--- src/rtl/core/tkst_pkg.sv ---
// ----------------------------------------------------------------------------
// tkst_pkg
// Types and constants shared by the seek tracker core, its cells and checker.
// ----------------------------------------------------------------------------
package tkst_pkg;

	// Number of ranked slots in the table (one cell each).
	localparam int TOP_ENTRIES = 10;

	localparam int ID_W   = 16;
	localparam int CNT_W  = 24;
	localparam int SUM_W  = 32;
	localparam int RANK_W = 4;
	localparam int IDX_W  = 4;

	// Rank code used when a record does not enter the table, and in read mode.
	localparam logic [RANK_W-1:0] NO_RANK = RANK_W'(TOP_ENTRIES);

	typedef enum logic {
		MODE_LOG  = 1'b0,
		MODE_READ = 1'b1
	} mode_t;

	typedef struct packed {
		logic [ID_W-1:0]  file_id;
		logic [CNT_W-1:0] dblk_count;
		logic [CNT_W-1:0] actual_seeks;
		logic [CNT_W-1:0] possible_seeks;
	} entry_t;

	typedef struct packed {
		logic load;     // a log item is being accepted this cycle
		logic prev_gt;  // the neighbor above also gives way to the record
	} cell_ctl_t;

	typedef struct packed {
		mode_t            mode;
		logic [ID_W-1:0]  file_id;
		logic [CNT_W-1:0] file_data_blocks;
		logic [CNT_W-1:0] file_all_blocks;
		logic [CNT_W-1:0] file_possible_seeks;
		logic [CNT_W-1:0] file_actual_seeks;
		logic [IDX_W-1:0] read_index;
	} in_item_t;

	typedef struct packed {
		logic [RANK_W-1:0] insert_rank;
		logic [ID_W-1:0]   entry_file_id;
		logic [CNT_W-1:0]  entry_data_blocks;
		logic [CNT_W-1:0]  entry_actual_seeks;
		logic [CNT_W-1:0]  entry_possible_seeks;
		logic [SUM_W-1:0]  sum_blocks;
		logic [SUM_W-1:0]  sum_possible_seeks;
		logic [SUM_W-1:0]  sum_actual_seeks;
	} out_item_t;

endpackage

--- src/rtl/core/tkst_cell.sv ---
// ----------------------------------------------------------------------------
// tkst_cell
// One table slot: compares the incoming record and shifts or loads in place.
// ----------------------------------------------------------------------------
module tkst_cell (
	input  logic               clk,
	input  logic               arst_n,
	input  tkst_pkg::cell_ctl_t ctl,
	input  tkst_pkg::entry_t   rec,
	input  tkst_pkg::entry_t   prev_entry,
	output logic               gt,
	output tkst_pkg::entry_t   entry
);
	import tkst_pkg::*;

	entry_t entry_q;

	// The table is kept non-increasing, so the cells that give way form a
	// contiguous run at the bottom; the first of them takes the record.
	assign gt    = rec.actual_seeks > entry_q.actual_seeks;
	assign entry = entry_q;

	always_ff @(posedge clk or negedge arst_n) begin
		if (!arst_n) begin
			entry_q <= '0;
		end else if (ctl.load && gt) begin
			entry_q <= ctl.prev_gt ? prev_entry : rec;
		end
	end

endmodule

--- src/rtl/core/tkst_sat_acc.sv ---
// ----------------------------------------------------------------------------
// tkst_sat_acc
// Running total that saturates at its all-ones value.
// ----------------------------------------------------------------------------
module tkst_sat_acc (
	input  logic                        clk,
	input  logic                        arst_n,
	input  logic                        en,
	input  logic [tkst_pkg::CNT_W-1:0]  addend,
	output logic [tkst_pkg::SUM_W-1:0]  sum_next,
	output logic [tkst_pkg::SUM_W-1:0]  sum
);
	import tkst_pkg::*;

	logic [SUM_W-1:0] sum_q;
	logic [SUM_W:0]   raw;

	assign raw      = {1'b0, sum_q} + {{(SUM_W+1-CNT_W){1'b0}}, addend};
	assign sum_next = raw[SUM_W] ? {SUM_W{1'b1}} : raw[SUM_W-1:0];
	assign sum      = sum_q;

	always_ff @(posedge clk or negedge arst_n) begin
		if (!arst_n) begin
			sum_q <= '0;
		end else if (en) begin
			sum_q <= sum_next;
		end
	end

endmodule

--- src/rtl/core/top_k_seek_tracker_core.sv ---
// ----------------------------------------------------------------------------
// top_k_seek_tracker_core
// Ranked table of the files with the most seeks, plus saturating totals.
// ----------------------------------------------------------------------------
// The core takes one item per clock cycle and shows its result in the cycle
// after acceptance, held in an output register until it is taken; while that
// register is full and not being drained, in_ready is low. The rate is set by
// the row of table cells: every cell compares the incoming seek count with
// its own slot and either keeps its entry, takes the record, or takes the
// entry of the cell above, all in the same cycle, so a log item finishes the
// whole sorted insertion in one step. A log item (mode 0) adds its total
// blocks, potential seeks and actual seeks to three running totals that stop
// at 4294967295, and enters the table at the first slot holding strictly
// fewer seeks; entries with an equal count stay above it, the last entry
// drops off, and a record with zero seeks never enters. Its result reports
// the slot taken (TOP_ENTRIES when none), zeros in the entry fields and the
// totals after the addition. A read item (mode 1) returns the slot at
// read_index, or an all-zero entry when the index is past the table, along
// with the unchanged totals. Reset empties the table and clears the totals
// at once; there is no clearing pass.
// ----------------------------------------------------------------------------
module top_k_seek_tracker_core (
	input  logic                 clk,
	input  logic                 arst_n,
	input  logic                 in_valid,
	output logic                 in_ready,
	input  tkst_pkg::in_item_t   in_item,
	output logic                 out_valid,
	input  logic                 out_ready,
	output tkst_pkg::out_item_t  out_item
);
	import tkst_pkg::*;

	logic      accept;
	logic      log_en;
	entry_t    rec;

	// Per-cell signals of the insertion chain.
	logic      cell_gt    [TOP_ENTRIES];
	entry_t    cell_entry [TOP_ENTRIES];
	entry_t    cell_prev  [TOP_ENTRIES];
	cell_ctl_t cell_ctl   [TOP_ENTRIES];

	logic [RANK_W-1:0] rank;
	entry_t            read_entry;

	logic [SUM_W-1:0] blk_next, blk_sum;
	logic [SUM_W-1:0] pos_next, pos_sum;
	logic [SUM_W-1:0] act_next, act_sum;

	out_item_t out_d;
	out_item_t out_q;
	logic      out_valid_q;

	// The output register frees up in the same cycle it is drained.
	assign in_ready = !out_valid_q || out_ready;
	assign accept   = in_valid && in_ready;
	assign log_en   = accept && (in_item.mode == MODE_LOG);

	assign rec.file_id        = in_item.file_id;
	assign rec.dblk_count     = in_item.file_data_blocks;
	assign rec.actual_seeks   = in_item.file_actual_seeks;
	assign rec.possible_seeks = in_item.file_possible_seeks;

	// Each cell hears whether its upper neighbor also gives way; the top cell
	// has no neighbor, so whenever it loads, it takes the record itself.
	always_comb begin
		for (int i = 0; i < TOP_ENTRIES; i++) begin
			cell_ctl[i].load = log_en;
			if (i == 0) begin
				cell_ctl[i].prev_gt = 1'b0;
				cell_prev[i]        = rec;
			end else begin
				cell_ctl[i].prev_gt = cell_gt[i-1];
				cell_prev[i]        = cell_entry[i-1];
			end
		end
	end

	for (genvar g = 0; g < TOP_ENTRIES; g++) begin : g_cell
		tkst_cell u_cell (
			.clk        (clk),
			.arst_n     (arst_n),
			.ctl        (cell_ctl[g]),
			.rec        (rec),
			.prev_entry (cell_prev[g]),
			.gt         (cell_gt[g]),
			.entry      (cell_entry[g])
		);
	end

	// Insertion slot: the first cell that gives way. Since the give-way flags
	// are monotonic down the chain, a priority pick from the bottom finds it.
	always_comb begin
		rank = NO_RANK;
		for (int i = TOP_ENTRIES - 1; i >= 0; i--) begin
			if (cell_gt[i]) begin
				rank = RANK_W'(i);
			end
		end
	end

	// Read path: AND-OR select over the cells; an index past the table
	// matches no cell and reads as an empty entry.
	always_comb begin
		read_entry = '0;
		for (int i = 0; i < TOP_ENTRIES; i++) begin
			if (int'(in_item.read_index) == i) begin
				read_entry = read_entry | cell_entry[i];
			end
		end
	end

	tkst_sat_acc u_blk_acc (
		.clk      (clk),
		.arst_n   (arst_n),
		.en       (log_en),
		.addend   (in_item.file_all_blocks),
		.sum_next (blk_next),
		.sum      (blk_sum)
	);

	tkst_sat_acc u_pos_acc (
		.clk      (clk),
		.arst_n   (arst_n),
		.en       (log_en),
		.addend   (in_item.file_possible_seeks),
		.sum_next (pos_next),
		.sum      (pos_sum)
	);

	tkst_sat_acc u_act_acc (
		.clk      (clk),
		.arst_n   (arst_n),
		.en       (log_en),
		.addend   (in_item.file_actual_seeks),
		.sum_next (act_next),
		.sum      (act_sum)
	);

	// Result assembly: log items report the slot taken and the new totals,
	// read items report the selected entry and the totals as they stand.
	always_comb begin
		out_d = '0;
		if (in_item.mode == MODE_LOG) begin
			out_d.insert_rank        = rank;
			out_d.sum_blocks         = blk_next;
			out_d.sum_possible_seeks = pos_next;
			out_d.sum_actual_seeks   = act_next;
		end else begin
			out_d.insert_rank          = NO_RANK;
			out_d.entry_file_id        = read_entry.file_id;
			out_d.entry_data_blocks    = read_entry.dblk_count;
			out_d.entry_actual_seeks   = read_entry.actual_seeks;
			out_d.entry_possible_seeks = read_entry.possible_seeks;
			out_d.sum_blocks           = blk_sum;
			out_d.sum_possible_seeks   = pos_sum;
			out_d.sum_actual_seeks     = act_sum;
		end
	end

	always_ff @(posedge clk or negedge arst_n) begin
		if (!arst_n) begin
			out_valid_q <= 1'b0;
		end else if (accept) begin
			out_valid_q <= 1'b1;
		end else if (out_ready) begin
			out_valid_q <= 1'b0;
		end
	end

	always_ff @(posedge clk) begin
		if (accept) begin
			out_q <= out_d;
		end
	end

	assign out_valid = out_valid_q;
	assign out_item  = out_q;

endmodule

--- config.mk ---
export PLATFORM = sky130hd
export DESIGN_NAME = top_k_seek_tracker_core
export DESIGN_NICKNAME = d
export VERILOG_FILES = /design/src/rtl/core/tkst_pkg.sv /design/src/rtl/core/tkst_cell.sv /design/src/rtl/core/tkst_sat_acc.sv /design/src/rtl/core/top_k_seek_tracker_core.sv
export SDC_FILE = /design/constraint.sdc
export NUM_CORES = 2
export LEC_CHECK = 0
export ABC_AREA = 0
export BUFFER_PORTS_ARGS = -buffer_cell sky130_fd_sc_hd__buf_2
export CORE_ASPECT_RATIO = 0.9
export CORE_UTILIZATION = 55
export CTS_BUF_LIST = sky130_fd_sc_hd__clkbuf_8
export DETAILED_ROUTE_END_ITERATION = 12
export PLACE_DENSITY_LB_ADDON = 0.15
export SLEW_MARGIN = 25
export SYNTH_ARGS = -nofsm -noshare
export SYNTH_HDL_FRONTEND = slang
export SYNTH_SLANG_ARGS = --single-unit
--- constraint.sdc ---
create_clock -name clk -period 7.3 [get_ports clk]
set_input_delay 1.46 -clock clk [delete_from_list [all_inputs] [get_ports clk]]
set_output_delay 1.46 -clock clk [all_outputs]
set_load 0.01 [all_outputs]
==> run metrics <==
number of H-tree levels=4; first drt pass iteration count=6; routability cong.=0.952; hold slack final=0.481 ns; Net Count, Synth=around 7100; cell mode on critical path=o21ai_0; yosys warns=0; RR Startpoint=g_cell[5].u_cell.entry[36]; most frequent cells after synthesis=dfrtp_1 (977), mux2i_1 (700), nand2_1 (700); Final Hold Fails=0; sw power=13.2 mW; Max Cap Viol=0; CTS tree=built; Most used DFF post-synth=dfrtp_1; switching share of total power=42.2%; CTS sink cnt=1165; DRC Markers=0; layout cells sized above 1=12.2%; CTS Buffer Depth=3; DR iter-0 viols=5243; cells after synthesis=about 6700; setup bufs post-CTS=0; Peak Freq=between 200 and 250 MHz; drt total wl=~210000 um; final antenna-violating net count=0; gr usage total=a little over a third; Cell Int Power=18.1 mW; WS Path Type=primary input to flip-flop; total congestion overflow=0; Final Setup Violations=0; setup TNS=0 ns; Seq pwr share=37.8%; first-pass GRT wire length=about 320000 um; worst-skew pair later-pin latency=~0.91 ns; largest net degree at the start of global routing=177; fin crit period=between 4 and 5 ns; Reg2Reg Setup Slack=between 3 and 4 ns; CTS resizes=0; Starting Density=55.5%; DPL Wire Length=about 130000 um; #FFs+latches synth=1165; worst-path cell chain=buf_2 -> ha_1 -> nand4_1 -> o21ai_0 -> o21ai_0 -> a31oi_1 -> o31ai_4 -> buf_4 -> buf_4 -> mux2i_1 -> o21ai_0; Yosys top cell area share=37.6%; port bufs=just over 300; total of fill cells in the finished design=about 10000; top post-synthesis cells by area=dfrtp_1 (38%), mux2i_1 (11%), edfxtp_1 (8.7%); measured slew at the worst slew-check pin=1.12 ns; critical path startpoint=in_item[16]; Setup Slack @ Placement=1.74 ns; skew final=roughly 0.031 ns; # hold bufs at CTS=0; final worst setup slack=approximately 2.4 ns; die height=approximately 330 um; Die X-Extent=364 um; overall power=31.3 mW; DR WL/cell=25.2 um; via count=53739; # rows=119; ys async rst share=83.9%; Mapped Avg Cell Area=9.77 um2; vias in the first global route=51424; most common cell in the netlist=dfrtp_1; CP endpoint kind=flip-flop; leak pwr=32.1 nW; fin. max-slew vios=0; Relative slew margins=25.0%; RSZ-0062 raised after global routing=false; Max VDD drop=444 uV; TritonCTS Buffers=192; status=finished, final reports clean; Hold/Removal Path Class=flip-flop to flip-flop; initial antenna violation count=25; die area=0.120 mm2; Post-synth EDFFs=188; worst hold start=g_cell[9].u_cell.entry[59]; largest area contributor in the netlist=dfrtp_1; Vias/cell=roughly 6.4; Root Buffer=clkbuf_8; sequential share of the synthesized area=46.3%; Max stage delay on crit path=0.76 ns; Critical Path Start Type=primary input; CP Max Fanout=38; Clk pwr share=18.8%; CP arrival=around 5.6 ns; I/O pins=between 300 and 400; CP max-delay cell=o21ai_0; combinational share of power=43.4%; clock transition at the registers of the reported paths=0.06 ns; Pwr Density=438 mW/mm2; synthesized area=0.0650 mm2; period utilisation layout=about 67%; Final Net Count=a little over 7000; synthesis-to-finish area growth=9.99%; Netlist cell types=84; required time worst endpoint=8.04 ns; Core Footprint=0.117 mm2
[cell families after synthesis]
kind of cell             count (synthesis)  synth area share, %
AO/OA/AOI/OAI                         2003                 19.3
AND/OR/NAND/NOR                       1468                 9.40
flip-flops                            1165                 46.3
multiplexers                           826                 13.0
buffers and inverters                  815                 5.13
adder cells (fa/ha/maj)                315                 6.10
XOR/XNOR                                58                0.782
[layout make-up]
cell class,instances,area [um2],share of cell area [%]
repair buffers,400,2640,3.69
inverters,284,1080,1.51
multi-input cells,4670,31800,44.4
clock buffers,221,3040,4.26
flip-flops and latches,1165,30100,42.1
well taps,1573,1970,2.75
clock inverters,131,832,1.16
diodes,18,45.0,0.0630
[registers in the layout, indices dropped and copies added (netlist names)]
register	cells
g_cell.u_cell.entry	880
out_item	188
out_valid	1
u_act_acc.sum	32
u_blk_acc.sum	32
u_pos_acc.sum	32
[cells in the final DEF (no fill, tap or decap), types with 17 or more instances in the layout]
cell         n
nor2b_1     17
buf_4       59
nand2b_1    24
nand3_1     49
xnor2_1     28
a211oi_1    26
nor2_1     510
edfxtp_1   188
buf_12      29
a22oi_1     88
buf_2      309
clkbuf_8   221
nand4_1     47
a22o_1     179
a221oi_1   181
nor3_1      30
ha_1       312
o21ai_0    631
inv_1      367
o211ai_1    20
and3_1      19
clkinv_2    17
mux2i_1    700
a31oi_1    215
mux2_2     125
diode_2     18
nand2_1    697
a21o_1      53
xor2_1      30
dfrtp_1    977
a2bb2oi_1   22
a21oi_1    481
[worst max-delay path: cells and delay by family]
family | cells | cell delay, ns
buffers and inverters | 3 | 1.55
AND/OR/NAND/NOR | 1 | 0.33
adder cells (fa/ha/maj) | 1 | 0.35
AO/OA/AOI/OAI | 5 | 1.59
multiplexers | 1 | 0.26
[power groups by stage]
stage | Sequential [mW] | Combinational (mW) | Clock, mW
2_1_floorplan | 11.2 | 9.74 | 0
3_3_place_gp | 11.7 | 12.9 | 0
3_5_place_dp | 11.8 | 13.3 | 0
4_1_cts | 11.8 | 13.4 | 5.97
5_1_grt | 12.1 | 14.9 | 6.26
6_report | 11.8 | 13.6 | 5.89
[routing by layer]
layer | part of all wire [%] | GRT usage [%]
met1 | 42 | 49.6
met5 | 0.053 | 0
met2 | 45 | 53.6
met3 | 9.6 | 7.54
met4 | 3.6 | 14.4
[stage by stage]
step           cell area, um2  util, %  instances
3_3_place_gp            67400     57.6       8088
5_1_grt                 71400     61.0       8453
3_5_place_dp            67500     57.7       8091
4_1_cts                 71400     61.0       8443
6_report                71500     61.1       8462
2_1_floorplan           65000        -       6650
[path summary, 6_finish.rpt]
path / to / cells after the start
worst min-delay path: g_cell[9].u_cell.entry[59] / 2
worst min register to register: g_cell[9].u_cell.entry[59] / 2
worst max-delay path: g_cell[6].u_cell.entry[83] / 11
max in group asynchronous: g_cell[8].u_cell.entry[56] / 3
worst max register to register: g_cell[6].u_cell.entry[83] / 11
min in group asynchronous: g_cell[8].u_cell.entry[32] / 1
No activity file was read; power rests on OpenSTA's default activity.
